<file path="config.mk">
export PLATFORM = sky130hd
export DESIGN_NAME = viewport_tile_selector_unit
export DESIGN_NICKNAME = d
export VERILOG_FILES = /design/src/vts_pkg.sv /design/src/vts_geom.sv /design/src/vts_match.sv /design/src/vts_emit.sv /design/src/viewport_tile_selector_unit.sv
export SDC_FILE = /design/constraint.sdc
export NUM_CORES = 1
export LEC_CHECK = 0
export BUFFER_PORTS_ARGS = -buffer_cell sky130_fd_sc_hd__clkbuf_2
export CORE_MARGIN = 4
export CORE_UTILIZATION = 50
export DETAILED_ROUTE_END_ITERATION = 10
export PLACE_DENSITY = 0.75
export RECOVER_POWER = 50
export SETUP_SLACK_MARGIN = 0.3
export SYNTH_ARGS = -nofsm -noshare
export SYNTH_HDL_FRONTEND = slang
export SYNTH_SLANG_ARGS = --single-unit
export TNS_END_PERCENT = 100
</file>
<file path="constraint.sdc">
create_clock -name clock -period 11.52 [get_ports clock]
set_input_delay 2.304 -clock clock [delete_from_list [all_inputs] [get_ports clock]]
set_output_delay 2.304 -clock clock [all_outputs]
set_load 0.05 [all_outputs]
</file>
<file path="src/vts_pkg.sv">
// Shared types, constants and helpers for the viewport tile selector.
// Depends on nothing; every other file imports it.
package vts_pkg;

   // Tile grid
   localparam int ROWS    = 4;
   localparam int COLS    = 8;
   localparam int NTILES  = ROWS * COLS;
   localparam int TIDX_W  = (NTILES > 1) ? $clog2(NTILES) : 1;

   // Scaled grid: frame width and height cancel, so all compares are exact
   localparam int POS_W   = 24;
   localparam int TILE_W  = 11520;
   localparam int TILE_H  = 5760;
   localparam int FRAME_W = 5760 * COLS * 2;
   localparam int YAW_OFS = 2880;
   localparam int PIT_OFS = 1440;

   // Field widths
   localparam int FOVH_W  = 13;
   localparam int FOVV_W  = 12;
   localparam int YAW_W   = 13;
   localparam int PIT_W   = 12;
   localparam int TILE_ID_W = 5;

   // Register indexes
   localparam logic CSR_FOV_H = 1'b0;
   localparam logic CSR_FOV_V = 1'b1;

   // Register reset values
   localparam logic [FOVH_W-1:0] FOVH_RESET = FOVH_W'(1600);
   localparam logic [FOVV_W-1:0] FOVV_RESET = FOVV_W'(1440);

   typedef logic signed [POS_W-1:0] pos_type;
   typedef logic [NTILES-1:0]       mask_type;

   typedef struct packed {
      logic signed [YAW_W-1:0] yaw_angle;
      logic signed [PIT_W-1:0] pitch_angle;
   } req_type;

   typedef struct packed {
      logic [TILE_ID_W-1:0] tile_index;
      logic                 found;
      logic                 last;
   } rsp_type;

   // Unwrapped viewport box
   typedef struct packed {
      pos_type xmin;
      pos_type xmax;
      pos_type ymin;
      pos_type ymax;
   } extent_type;

   // Box after horizontal wrap split
   typedef struct packed {
      pos_type p1min;
      pos_type p1max;
      pos_type p2min;
      pos_type p2max;
      pos_type ymin;
      pos_type ymax;
   } box_type;

   // Strict interval overlap
   function automatic logic overlap(pos_type amin, pos_type amax,
                                    pos_type bmin, pos_type bmax);
      return (amin < bmax) && (amax > bmin);
   endfunction

   // Tile id into the result field, zero-extended or truncated
   function automatic logic [TILE_ID_W-1:0] tile_id(logic [TIDX_W-1:0] idx);
      logic [TIDX_W+TILE_ID_W-1:0] wide;
      wide = (TIDX_W+TILE_ID_W)'(idx);
      return wide[TILE_ID_W-1:0];
   endfunction

endpackage

</file>
<file path="src/vts_geom.sv">
// Box and wrap stages: build the viewport box, then split it at the frame edge.
// Depends on vts_pkg.
module vts_geom
   import vts_pkg::*;
(
   input  logic              clock,
   input  logic              reset,
   input  logic [FOVH_W-1:0] fov_horizontal,
   input  logic [FOVV_W-1:0] fov_vertical,
   input  logic              in_valid,
   output logic              in_ready,
   input  req_type           in_data,
   output logic              out_valid,
   input  logic              out_ready,
   output box_type           out_data
);

   logic       s1_valid_ff, s1_valid_in;
   extent_type s1_ff, s1_in;
   logic       s2_valid_ff, s2_valid_in;
   box_type    s2_ff, s2_in;
   logic       s1_ready, s2_ready;
   pos_type    cx, hx, cy, hy;

   // Advance a stage when it is empty or its successor takes its item
   assign s2_ready = !s2_valid_ff || out_ready;
   assign s1_ready = !s1_valid_ff || s2_ready;
   assign in_ready = s1_ready;

   // Stage 1: center and half extent in the scaled grid
   always_comb begin
      cx = (pos_type'(in_data.yaw_angle) + pos_type'(YAW_OFS)) * pos_type'(2 * COLS);
      hx = pos_type'(fov_horizontal) * pos_type'(COLS);
      cy = (pos_type'(PIT_OFS) - pos_type'(in_data.pitch_angle)) * pos_type'(2 * ROWS);
      hy = pos_type'(fov_vertical) * pos_type'(ROWS);
      s1_in.xmin  = cx - hx;
      s1_in.xmax  = cx + hx;
      s1_in.ymin  = cy - hy;
      s1_in.ymax  = cy + hy;
      s1_valid_in = s1_ready ? in_valid : s1_valid_ff;
   end

   // Stage 2: split at the left edge first, then the right edge
   always_comb begin
      s2_in.ymin = s1_ff.ymin;
      s2_in.ymax = s1_ff.ymax;
      if (s1_ff.xmin < pos_type'(0)) begin
         s2_in.p1min = pos_type'(FRAME_W) + s1_ff.xmin;
         s2_in.p1max = pos_type'(FRAME_W);
         s2_in.p2min = pos_type'(0);
         s2_in.p2max = s1_ff.xmax;
      end else if (s1_ff.xmax > pos_type'(FRAME_W)) begin
         s2_in.p1min = pos_type'(0);
         s2_in.p1max = s1_ff.xmax - pos_type'(FRAME_W);
         s2_in.p2min = s1_ff.xmin;
         s2_in.p2max = pos_type'(FRAME_W);
      end else begin
         s2_in.p1min = s1_ff.xmin;
         s2_in.p1max = s1_ff.xmax;
         s2_in.p2min = s1_ff.xmin;
         s2_in.p2max = s1_ff.xmax;
      end
      s2_valid_in = s2_ready ? s1_valid_ff : s2_valid_ff;
   end

   // Hold valid bits under reset
   always_ff @(posedge clock) begin
      if (reset) begin
         s1_valid_ff <= 1'b0;
         s2_valid_ff <= 1'b0;
      end else begin
         s1_valid_ff <= s1_valid_in;
         s2_valid_ff <= s2_valid_in;
      end
   end

   // Payload moves only when its stage advances
   always_ff @(posedge clock) begin
      if (s1_ready) begin
         s1_ff <= s1_in;
      end
      if (s2_ready) begin
         s2_ff <= s2_in;
      end
   end

   assign out_valid = s2_valid_ff;
   assign out_data  = s2_ff;

endmodule

</file>
<file path="src/vts_match.sv">
// Match stage: compare every tile row and column with the box, form the tile mask.
// Depends on vts_pkg.
module vts_match
   import vts_pkg::*;
(
   input  logic     clock,
   input  logic     reset,
   input  logic     in_valid,
   output logic     in_ready,
   input  box_type  in_data,
   output logic     out_valid,
   input  logic     out_ready,
   output mask_type out_mask
);

   logic            valid_ff, valid_in;
   mask_type        mask_ff, mask_in;
   logic [ROWS-1:0] row_hit;
   logic [COLS-1:0] col_hit;

   assign in_ready = !valid_ff || out_ready;

   // Compare tile extents with both wrapped parts and the vertical span
   always_comb begin
      pos_type tmin;
      pos_type tmax;
      for (int c = 0; c < COLS; c++) begin
         tmin = pos_type'(c * TILE_W);
         tmax = pos_type'((c + 1) * TILE_W);
         col_hit[c] = overlap(tmin, tmax, in_data.p1min, in_data.p1max) ||
                      overlap(tmin, tmax, in_data.p2min, in_data.p2max);
      end
      for (int r = 0; r < ROWS; r++) begin
         tmin = pos_type'(r * TILE_H);
         tmax = pos_type'((r + 1) * TILE_H);
         row_hit[r] = overlap(tmin, tmax, in_data.ymin, in_data.ymax);
      end
      for (int r = 0; r < ROWS; r++) begin
         for (int c = 0; c < COLS; c++) begin
            mask_in[r*COLS + c] = row_hit[r] & col_hit[c];
         end
      end
      valid_in = in_ready ? in_valid : valid_ff;
   end

   always_ff @(posedge clock) begin
      if (reset) begin
         valid_ff <= 1'b0;
      end else begin
         valid_ff <= valid_in;
      end
   end

   always_ff @(posedge clock) begin
      if (in_ready) begin
         mask_ff <= mask_in;
      end
   end

   assign out_valid = valid_ff;
   assign out_mask  = mask_ff;

endmodule

</file>
<file path="src/vts_emit.sv">
// Emitter: walk one tile mask lowest bit first, one result per cycle while the output is not stalled,
// into the result register. Depends on vts_pkg.
module vts_emit
   import vts_pkg::*;
(
   input  logic     clock,
   input  logic     reset,
   input  logic     in_valid,
   output logic     in_ready,
   input  mask_type in_mask,
   output logic     rsp_valid,
   input  logic     rsp_ready,
   output rsp_type  rsp_payload
);

   logic              busy_ff, busy_in;
   mask_type          mask_ff, mask_in;
   logic              out_valid_ff, out_valid_in;
   rsp_type           out_ff, out_in;
   mask_type          lowbit, remain;
   logic [TIDX_W-1:0] idx;
   logic              load_out, rem_zero, take;

   // Isolate the lowest pending tile and what is left after it
   always_comb begin
      lowbit   = mask_ff & (~mask_ff + mask_type'(1));
      remain   = mask_ff & ~lowbit;
      rem_zero = (remain == '0);
      idx      = '0;
      for (int i = 0; i < NTILES; i++) begin
         if (lowbit[i]) begin
            idx = idx | TIDX_W'(i);
         end
      end
   end

   // Issue a result when the output register is free or being drained
   assign load_out = busy_ff && (!out_valid_ff || rsp_ready);
   assign in_ready = !busy_ff || (load_out && rem_zero);
   assign take     = in_valid && in_ready;

   always_comb begin
      out_in.found      = (mask_ff != '0);
      out_in.tile_index = out_in.found ? tile_id(idx) : '0;
      out_in.last       = rem_zero;

      busy_in = busy_ff;
      mask_in = mask_ff;
      if (take) begin
         busy_in = 1'b1;
         mask_in = in_mask;
      end else if (load_out) begin
         busy_in = !rem_zero;
         mask_in = remain;
      end

      out_valid_in = out_valid_ff;
      if (load_out) begin
         out_valid_in = 1'b1;
      end else if (rsp_ready) begin
         out_valid_in = 1'b0;
      end
   end

   always_ff @(posedge clock) begin
      if (reset) begin
         busy_ff      <= 1'b0;
         out_valid_ff <= 1'b0;
      end else begin
         busy_ff      <= busy_in;
         out_valid_ff <= out_valid_in;
      end
   end

   always_ff @(posedge clock) begin
      mask_ff <= mask_in;
      if (load_out) begin
         out_ff <= out_in;
      end
   end

   assign rsp_valid   = out_valid_ff;
   assign rsp_payload = out_ff;

endmodule

</file>
<file path="src/viewport_tile_selector_unit.sv">
// Viewport tile selector: a request passes the box, wrap and match stages and the emitter to its
// first result; then one result per cycle while rsp_ready allows. The emitter gives one result
// per matching tile (at most ROWS*COLS = 32), or one no-match result, and takes the next mask
// as it issues the last; otherwise requests enter one per cycle unless the output stalls.
// Synchronous reset empties the pipeline and loads the default fields of view.
// Depends on vts_pkg, vts_geom, vts_match and vts_emit.
module viewport_tile_selector_unit
   import vts_pkg::*;
(
   input  logic              clock,
   input  logic              reset,
   input  logic              req_valid,
   output logic              req_ready,
   input  req_type           req_payload,
   output logic              rsp_valid,
   input  logic              rsp_ready,
   output rsp_type           rsp_payload,
   input  logic              csr_valid,
   output logic              csr_ready,
   input  logic              csr_index,
   input  logic [FOVH_W-1:0] csr_wdata
);

   logic [FOVH_W-1:0] fov_h_ff, fov_h_in;
   logic [FOVV_W-1:0] fov_v_ff, fov_v_in;
   logic              box_valid, box_ready;
   box_type           box_data;
   logic              mask_valid, mask_ready;
   mask_type          mask_data;

   // Take every register transfer at once
   assign csr_ready = 1'b1;

   always_comb begin
      fov_h_in = fov_h_ff;
      fov_v_in = fov_v_ff;
      if (csr_valid) begin
         case (csr_index)
            CSR_FOV_H: fov_h_in = csr_wdata;
            CSR_FOV_V: fov_v_in = csr_wdata[FOVV_W-1:0];
            default:   fov_h_in = fov_h_ff;
         endcase
      end
   end

   always_ff @(posedge clock) begin
      if (reset) begin
         fov_h_ff <= FOVH_RESET;
         fov_v_ff <= FOVV_RESET;
      end else begin
         fov_h_ff <= fov_h_in;
         fov_v_ff <= fov_v_in;
      end
   end

   vts_geom u_geom (
      .clock          (clock),
      .reset          (reset),
      .fov_horizontal (fov_h_ff),
      .fov_vertical   (fov_v_ff),
      .in_valid       (req_valid),
      .in_ready       (req_ready),
      .in_data        (req_payload),
      .out_valid      (box_valid),
      .out_ready      (box_ready),
      .out_data       (box_data)
   );

   vts_match u_match (
      .clock     (clock),
      .reset     (reset),
      .in_valid  (box_valid),
      .in_ready  (box_ready),
      .in_data   (box_data),
      .out_valid (mask_valid),
      .out_ready (mask_ready),
      .out_mask  (mask_data)
   );

   vts_emit u_emit (
      .clock       (clock),
      .reset       (reset),
      .in_valid    (mask_valid),
      .in_ready    (mask_ready),
      .in_mask     (mask_data),
      .rsp_valid   (rsp_valid),
      .rsp_ready   (rsp_ready),
      .rsp_payload (rsp_payload)
   );

endmodule

</file>
# Yosys cells after proc, flatten, opt, wreduce, memory -nomap -nowiden
# Cells that the tools add are included.
[classes] n_addsub=9 order_cmp=42 n_eq_ne=2 muxes=47 bitwise_logic=36 reduce_logical=48
[ops] op="$mux 96" count=3
[ops] op="$gt 17x24->1 const A" count=6
[ops] op="$gt 18x24->1 const A" count=6
[ops] op="$lt 17x24->1 const A" count=6
[ops] op="$gt 16x24->1 const A" count=4
[ops] op="$lt 18x24->1 const A" count=4
[ops] op="$mux 32" count=3
[ops] op="$mux 5" count=16
[ops] op="$gt 15x24->1 const A" count=3
[ops] op="$lt 1x24->1 const A" count=3
[ops] op="$lt 15x24->1 const A" count=3
[ops] op="$lt 16x24->1 const A" count=3
[ops] op="$and 32x32->32" count=2
[ops] op="$not 32->32" count=2
[ops] op="$add 32x1->32 const B" count=1
[ops] op="$and 1x1->1" count=32
[ops] op="$logic_not 32->1" count=1
[ops] op="$mux 4" count=8
[ops] op="$reduce_bool 32->1" count=1
[ops] op="$mux 13" count=2
[ops] op="$add 18x24->24 const A" count=1
[ops] op="$add 24x15->24" count=1
[ops] op="$add 24x17->24" count=1
[ops] op="$gt 14x24->1 const A" count=1
[ops] op="other kinds (19)" count=71
[totals] register_bits=341 input_bits=44 out_inout_bits=10 wordCells=206

# Logic depth before layout (Yosys ltp)
# Gate-level depths: netlist (run 1).
[logic_depth] word_depth=34 ltp_mapped=14 ltp_nobuf=13

# Hierarchy
# Synthesis (run 1) repeated with hierarchy kept, for this count alone.
[hier_totals] hier_cells=1479 hier_area_um2=15531.1
[modules_own_cells] mod="vts_geom" instances=1 cells_each=719 area_per_inst_um2=8584.5 seq_area_each_um2=4874.7
[modules_own_cells] mod="vts_emit" instances=1 cells_each=342 area_per_inst_um2=3096.7 seq_area_each_um2=1211.2
[modules_own_cells] mod="vts_match" instances=1 cells_each=315 area_per_inst_um2=2793.9 seq_area_each_um2=980.9
[modules_own_cells] mod="viewport_tile_selector_unit" instances=1 cells_each=103 area_per_inst_um2=1056.0 seq_area_each_um2=500.5

# Worst setup path before layout (run 1)
# No wires, ideal clock.
[synth_timing] path_kind="input to output" from="input port rsp_ready" to="output port req_ready" t_arrival_ps=7467 required_time_ps=9216 slack_ps=1749 cell_stages=3 path_buffers=0 path_cell_list="nor2b_1 -> o2111ai_2 -> or2_2"
[synth_between] elab_chain_len=7
[synth_rtl] item="start: declaration" line="viewport_tile_selector_unit.sv:16" rtl="input logic rsp_ready,"
[synth_rtl] item="$logic_or 1x1->1" line="vts_emit.sv:38" rtl="assign load_out = busy_ff && (!out_valid_ff || rsp_ready);"
[synth_rtl] item="$logic_and 1x1->1" line="vts_emit.sv:38"
[synth_rtl] item="$logic_and 1x1->1" line="vts_emit.sv:39" rtl="assign in_ready = !busy_ff || (load_out && rem_zero);"
[synth_rtl] item="$logic_or 1x1->1" line="vts_emit.sv:39"
[synth_rtl] item="$logic_or 1x1->1" line="vts_match.sv:21" rtl="assign in_ready = !valid_ff || out_ready;"
[synth_rtl] item="$logic_or 1x1->1" line="vts_geom.sv:26" rtl="assign s2_ready = !s2_valid_ff || out_ready;"
[synth_rtl] item="named net u_geom.s2_ready" line="vts_geom.sv:22" rtl="logic s1_ready, s2_ready;"
[synth_rtl] item="$logic_or 1x1->1" line="vts_geom.sv:27" rtl="assign s1_ready = !s1_valid_ff || s2_ready;"
[synth_rtl] item="end: declaration" line="viewport_tile_selector_unit.sv:13" rtl="output logic req_ready,"
# The timed path passes the listed nets, and every way through them passes these cells.

# Worst setup path in the final report (run 1)
[layout_timing] from="register u_emit.mask_ff[1]" to="output port req_ready"
[layout_between] elab_chain_len=11
[layout_rtl] item="start: declaration" line="vts_emit.sv:17" rtl="mask_type mask_ff, mask_in;"
[layout_rtl] item="start signal: assignment" line="vts_emit.sv:76" rtl="mask_ff <= mask_in;"
[layout_rtl] item="$not 32->32" line="vts_emit.sv:26" rtl="lowbit = mask_ff & (~mask_ff + mask_type'(1));"
[layout_rtl] item="$add 32x1->32" line="vts_emit.sv:26"
[layout_rtl] item="$and 32x32->32" line="vts_emit.sv:26"
[layout_rtl] item="$not 32->32" line="vts_emit.sv:27" rtl="remain = mask_ff & ~lowbit;"
[layout_rtl] item="$and 32x32->32 (*)" line="vts_emit.sv:27"
[layout_rtl] item="$logic_not 32->1 (*)" line="vts_emit.sv:28" rtl="rem_zero = (remain == '0);"
[layout_rtl] item="$logic_and 1x1->1 (*)" line="vts_emit.sv:39"
[layout_rtl] item="$logic_or 1x1->1 (*)" line="vts_emit.sv:39"
[layout_rtl] item="$logic_or 1x1->1 (*)" line="vts_match.sv:21"
[layout_rtl] item="$logic_or 1x1->1 (*)" line="vts_geom.sv:26"
[layout_rtl] item="named net u_geom.s2_ready" line="vts_geom.sv:22"
[layout_rtl] item="$logic_or 1x1->1 (*)" line="vts_geom.sv:27"
# The timed path passes the listed nets; every way through them passes the cells marked *.

==> run_results.csv, run 1 <==
group,metric,value,unit
synthesis,synth_cell_types,82,
detailed_routing,route.antenna.remaining_nets,0,
job,drv_cap,3,
outcome,failed_checks,"capacitance limit, slew limit",
synthesis,yosysTopAreaCell,"edfxtp_1",
place,io_buffers,52,
clock_tree,ctsLongestPathBuffers,3,
synthesis,synthArstFlopShare,0,
detailed_routing,drc,0,
synthesis,ys_seq_elements,310,
synthesis,yosys-top-cells-count,"280 x edfxtp_1, 128 x nor2_1, 117 x nand2_1, 111 x inv_1, 110 x a21oi_1",
floorplan,die_area,36100,um^2
clock_tree,insertion_delay,0.51,ns
worst_setup_path,cp_top_family,"simple AND/OR/NAND/NOR gates",
sta,setup_viol,0,
min_path,min_from,"u_geom.s1_ff[21]$_DFFE_PP_",
place,dpl.hpwl,25.7,mm
worst_setup_path,path_buf_inv,2,
worst_setup_path,r2r_cells,10,
detailed_routing,wl_met3,2.00,mm
synthesis,synthCells,1567,
floorplan,die_h,190,um
sta,period_share,0.769,
detailed_routing,first_pass_iters,5,
place,dp.cells,2010,
synthesis,yosys-top-cells-area,"edfxtp_1 51%, ha_1 3.9%, dfxtp_1 3.6%, a21oi_1 3.3%, nor2_1 2.9%",
synthesis,yosysWarnings,0,
worst_setup_path,worst-setup-path-type,"reg2out",
synthesis,yosysSeqAreaShare,0.544,
global_routing,grt_pass1_wl,57.3,mm
worst_setup_path,start_kind,"flip-flop",
detailed_routing,route.met2.wl,16.5,mm
sta,worst_pin_slew,2.54,ns
global_routing,grt_max_degree,76,
clock_tree,cts_setup_buffers,0,
worst_setup_path,crit_chain,"nor4_1 -> nand4_1 -> o21ai_0 -> o21ai_0 -> nor4_1 -> nand3_1 -> o2111ai_4 -> buf_4 -> or2_4 -> clkbuf_2",
sta,setup_tns,0,ns
synthesis,synthesis.area,16500,um^2
global_routing,overflow,0,
floorplan,rows,66,
place,dp_worst_setup_slack,4.60,ns
floorplan,pin_count,54,
pwr,max-vdd-ir-drop,0.108,mV
sta,slew_violations,150,
synthesis,syn_nets,1667,
sta,clock_skew,0.0179,ns
sta,rsz0062_at_grt,"no",
pwr,p_leak,0.00689,uW
sta,slew_headroom,-0.695,
worst_setup_path,slowest_delay,1.20,ns
detailed_routing,wl_met1,15.9,mm
pwr,p_per_area,185,nW/um^2
worst_setup_path,reg2reg_to,"u_geom.s1_ff[53]$_DFFE_PP_",
finish,drive_above_1_share,0.0763,
detailed_routing,drt_iter0_drc,910,
global_routing,first_global_vias,11176,
floorplan,floorplan.initialDensity,0.507,
clock_tree,cts_tree,"yes",
detailed_routing,routed_via_density,5.69,
finish,layoutNonFillerInstCount,2068,
clock_tree,cts_htree_levels,2,
worst_setup_path,cp_max_fo,54,
clock_tree,root_buffer,"clkbuf_16",
detailed_routing,vias,11766,
sta,setup_ws,2.66,ns
worst_setup_path,slowest_stage,"nor4_1",
synthesis,synth_top_area_frac,0.508,
detailed_routing,top_layer_used,"met4",
clock_tree,path_clk_slew,0.06,ns
sta,period_needed,8.86,ns
worst_setup_path,critPathCaptureType,"output port",
global_routing,antenna_found_initial,0,
min_path,hp-class,"reg2reg",
worst_setup_path,crit_required,9.22,ns
synthesis,synth_edf_count,280,
detailed_routing,wire_per_inst,17.0,um
clock_tree,cts.sinks,310,
floorplan,die_x,190,um
clock_tree,cts_buffers,34,
clock_tree,ctsResizeCount,0,
global_routing,grtUsageTotal,0.193,
finish,layout.nets,1704,
finish,n_antenna_cell,0,
min_path,min_path_cells,0,
finish,area_growth,10.2,%
worst_setup_path,critPathArrivalTime,6.56,ns
worst_setup_path,reg2reg_from,"u_emit.mask_ff[1]$_DFFE_PP_",
detailed_routing,drt-total-wl,35.3,mm
min_path,hold_end,"u_geom.out_data[21]$_DFFE_PP_",
synthesis,yosysMostFrequentCell,"edfxtp_1",
sta,hold_viol_final,0,
clock_tree,ctsHoldBuffers,0,
worst_setup_path,ff2ff_setup_slack,4.95,ns
synthesis,syn_area_per_cell,10.6,um^2
place,place_congestion,0.951,
synthesis,synth_flop_cell,"edfxtp_1",
sta,max_freq,113,MHz
floorplan,fp.coreArea,32600,um^2
outcome,status,"finished, violations left",
metrics by stage:
| step | power, uW | util | hold slack [ns] | area (um^2) |
|---|---|---|---|---|
| after floorplan | 2100 | - | 0.400 | 16500 |
| after global placement | 2290 | 0.527 | 0.400 | 17200 |
| after detailed placement | 2310 | 0.527 | 0.405 | 17200 |
| after CTS | 3400 | 0.561 | 0.418 | 18300 |
| after global routing | 3560 | 0.559 | 0.421 | 18200 |
| final | 3380 | 0.559 | 0.415 | 18200 |
logic make-up after synthesis:
group,share of synthesized area
other cells,0.000454
simple gates,0.196
buf+inv,0.0398
flops,0.544
fa+ha+maj,0.0466
compound gates,0.131
mux,0.0101
xor+xnor,0.0323
report_power, final:
group,switching [uW],internal (uW)
Combinational,370,251
Sequential,185,1490
Clock,428,656
Total,983,2400
final cells by class:
class,instances,area (um^2)
Fill cell,2698,14400
Sequential cell,310,9010
Multi-Input combinational cell,1087,6860
Clock buffer,44,920
Tap cell,442,553
Inverter,111,417
Timing Repair Buffer,60,292
Clock inverter,14,193
placed cells by master (no fill, tap or decap), drive strengths merged, types with 23 or more instances in the layout:
master,Yosys,layout
nand2,118,118
nand3,49,49
a21oi,110,110
nand4,23,23
edfxtp,280,280
nor2b,59,59
nor2,129,129
nand2b,28,28
inv,111,113
xnor2,43,43
nor4,32,32
ha,52,52
dfxtp,30,30
and2,37,37
o21ai,88,88
clkbuf,46,99
nor3,53,53
flip-flops by register name, summed over array words and instances (netlist names):
| register | count |
|---|---|
| u_geom.out_data | 125 |
| u_emit.busy_ff | 1 |
| u_geom.out_valid | 1 |
| u_emit.rsp_payload | 7 |
| u_match.out_valid | 1 |
| u_geom.s1_ff | 84 |
| fov_v_ff | 12 |
| u_match.out_mask | 32 |
| u_emit.rsp_valid | 1 |
| fov_h_ff | 13 |
| u_geom.s1_valid_ff | 1 |
| u_emit.mask_ff | 32 |
worst max path at each step:
stage / start / end / cells past startpoint / slack (ns)
2_1_floorplan: rsp_ready / req_ready / 3 / 1.75
3_3_place_gp: u_emit.mask_ff[1]$_DFFE_PP_ / req_ready / 10 / 4.75
3_5_place_dp: u_emit.mask_ff[1]$_DFFE_PP_ / req_ready / 10 / 4.60
4_1_cts: u_emit.mask_ff[1]$_DFFE_PP_ / req_ready / 10 / 4.02
5_1_grt: u_emit.mask_ff[1]$_DFFE_PP_ / req_ready / 10 / 2.34
6_report: u_emit.mask_ff[1]$_DFFE_PP_ / req_ready / 10 / 2.66
routing by layer:
layer  vias up  global-route usage
met2       366               0.314
met4         0              0.0554
li1       5815                   -
met1      5516               0.270
met5         -                   0
met3        69              0.0321
worst register-to-register path, delay by kind of cell, from the launching register on:
| family | cells | cell delay (ns) |
|---|---|---|
| buffers and inverters | 2 | 1.14 |
| and+or+nand+nor | 5 | 3.57 |
| AOI/OAI and AO/OA | 3 | 0.99 |
| DFF | 1 | 0.50 |
Note: power is estimated with default switching activity, not from simulation.
==> inputs of run 2 (changes only) <==
--- a/config.mk
+++ b/config.mk
@@ -9,7 +9,7 @@
 export CORE_MARGIN = 4
 export CORE_UTILIZATION = 50
 export DETAILED_ROUTE_END_ITERATION = 10
-export PLACE_DENSITY = 0.75
+export PLACE_DENSITY = 0.78
 export RECOVER_POWER = 50
 export SETUP_SLACK_MARGIN = 0.3
 export SYNTH_ARGS = -nofsm -noshare
==> constraint.sdc (replaced) <==
create_clock -name clock -period 7.25 [get_ports clock]
set_input_delay 1.45 -clock clock [delete_from_list [all_inputs] [get_ports clock]]
set_output_delay 1.45 -clock clock [all_outputs]
set_load 0.05 [all_outputs]
==> run_results.csv, run 2 (same netlist as run 1, synthesis figures left out) <==
group,metric,value,unit
sta,clock_skew,0.0202,ns
finish,area_growth,10.4,%
sta,period_needed,5.99,ns
detailed_routing,drt-total-wl,35.1,mm
floorplan,rows,66,
finish,final_area,18300,um^2
detailed_routing,route.antenna.remaining_nets,0,
finish,layout_commonest_cell,"edfxtp_1",
outcome,failed_checks,"capacitance limit, slew limit",
detailed_routing,first_pass_iters,6,
finish,layout.nets,1705,
worst_setup_path,worst-setup-path-type,"reg2out",
floorplan,die_area,36100,um^2
global_routing,overflow,0,
sta,max_freq,167,MHz
clock_tree,path_clk_slew,0.06,ns
place,dp_worst_setup_slack,2.19,ns
detailed_routing,drt_iter0_drc,913,
detailed_routing,drc,0,
sta,worst_pin_slew,2.51,ns
place,dpl.hpwl,25.7,mm
job,drv_cap,2,
worst_setup_path,crit_required,5.80,ns
global_routing,grt_max_degree,78,
place,postPlaceCellArea,17200,um^2
clock_tree,ctsHoldBuffers,0,
sta,setup_tns,0,ns
place,io_buffers,52,
pwr,p_leak,0.00690,uW
clock_tree,cts_buffers,35,
place,place_congestion,0.971,
sta,setup_viol,0,
floorplan,die_x,190,um
clock_tree,cts_setup_buffers,0,
pwr,p_per_area,290,nW/um^2
pwr,max-vdd-ir-drop,0.190,mV
global_routing,grtUsageTotal,0.192,
sta,setup_ws,1.26,ns
pwr,p_total,5300,uW
clock_tree,root_buffer,"clkbuf_16",
clock_tree,ctsLongestPathBuffers,3,
worst_setup_path,critPathCaptureType,"output port",
sta,rsz0062_at_grt,"no",
clock_tree,ctsResizeCount,0,
clock_tree,insertion_delay,0.52,ns
min_path,hp-class,"reg2reg",
sta,slew_violations,115,
floorplan,pin_count,54,
sta,hold_viol_final,0,
global_routing,antenna_found_initial,0,
detailed_routing,vias,11820,
finish,drive_above_1_share,0.0767,
clock_tree,cts.sinks,310,
worst_setup_path,start_kind,"flip-flop",
floorplan,fp.coreArea,32600,um^2
finish,n_antenna_cell,0,
detailed_routing,wire_per_inst,16.9,um
global_routing,first_global_vias,11490,
worst_setup_path,critPathArrivalTime,4.54,ns
sta,holdWs,0.416,ns
finish,largest_reg_flops,125,
detailed_routing,routed_via_density,5.70,
clock_tree,cts_tree,"yes",
sta,period_share,0.827,
finish,layout_common_cells,"280 x edfxtp_1, 128 x nor2_1, 117 x nand2_1",
global_routing,grt_pass1_wl,57.2,mm
sta,slew_headroom,-0.670,
outcome,status,"finished, violations left",
floorplan,die_h,190,um
floorplan,floorplan.initialDensity,0.507,
worst_setup_path,cp_max_fo,38,
clock_tree,cts_htree_levels,2,
run 2: cell types whose count changed in the layout (fill, tap and decap cells not counted), moves of 2 or more:
cell,previous run,this run
and2_0,29,23
and2_1,8,14
bufinv_16,4,2
clkinv_1,2,8
nor4_1,29,27
nor4_4,1,4
run 2: path summary, 6_finish.rpt:
path / cells past startpoint / slack [ns] / start / end
max: 9 / 1.26 / u_emit.mask_ff[11]$_DFFE_PP_ / req_ready
max reg2reg: 9 / 2.27 / u_emit.mask_ff[11]$_DFFE_PP_ / u_geom.out_data[109]$_SDFFCE_PP1P_
min reg2reg: 0 / 0.42 / u_geom.s1_ff[8]$_DFFE_PP_ / u_geom.out_data[8]$_DFFE_PP_
min: 0 / 0.42 / u_geom.s1_ff[8]$_DFFE_PP_ / u_geom.out_data[8]$_DFFE_PP_
run 2: area by class of cell:
cell class,count,area (um^2)
inverter,111,417
clock buffer,46,917
clock inverter,16,160
tap,442,553
fill,2721,14400
sequential,310,9010
timing repair buffer,60,297
multi-input combinational,1087,6910
run 2: per-stage QoR:
stage | util | std cells
finish | 0.560 | 2072
global route | 0.560 | 2072
CTS | 0.561 | 2072
detailed placement | 0.528 | 2010
global placement | 0.528 | 2010
floorplan | - | 1567
run 2: report_power, final:
part           switching (uW)  total (uW)  internal [uW]  leakage (uW)
sequential                298        2670           2370       0.00331
clock                     682        1650            969      0.000520
combinational             584         985            400       0.00308
run 2: metal layers:
| metal | global-route usage | wire length, um | vias to the layer above |
|---|---|---|---|
| met5 | 0 | 0 | - |
| met4 | 0.0584 | 883 | 0 |
| met3 | 0.0279 | 1980 | 73 |
| met2 | 0.322 | 16700 | 398 |
| met1 | 0.262 | 15600 | 5528 |
| li1 | - | - | 5821 |
run 2: critical path, cell delays in order, from the launching register on:
cell and delay [ns]:
edfxtp_1 0.53, nor4_1 0.66, and3_1 0.42, nand4_1 0.25, o21ai_0 0.40, o2111a_1 0.34
nand3_1 0.27, o2111ai_4 0.28, or2_4 0.47, clkbuf_2 0.37
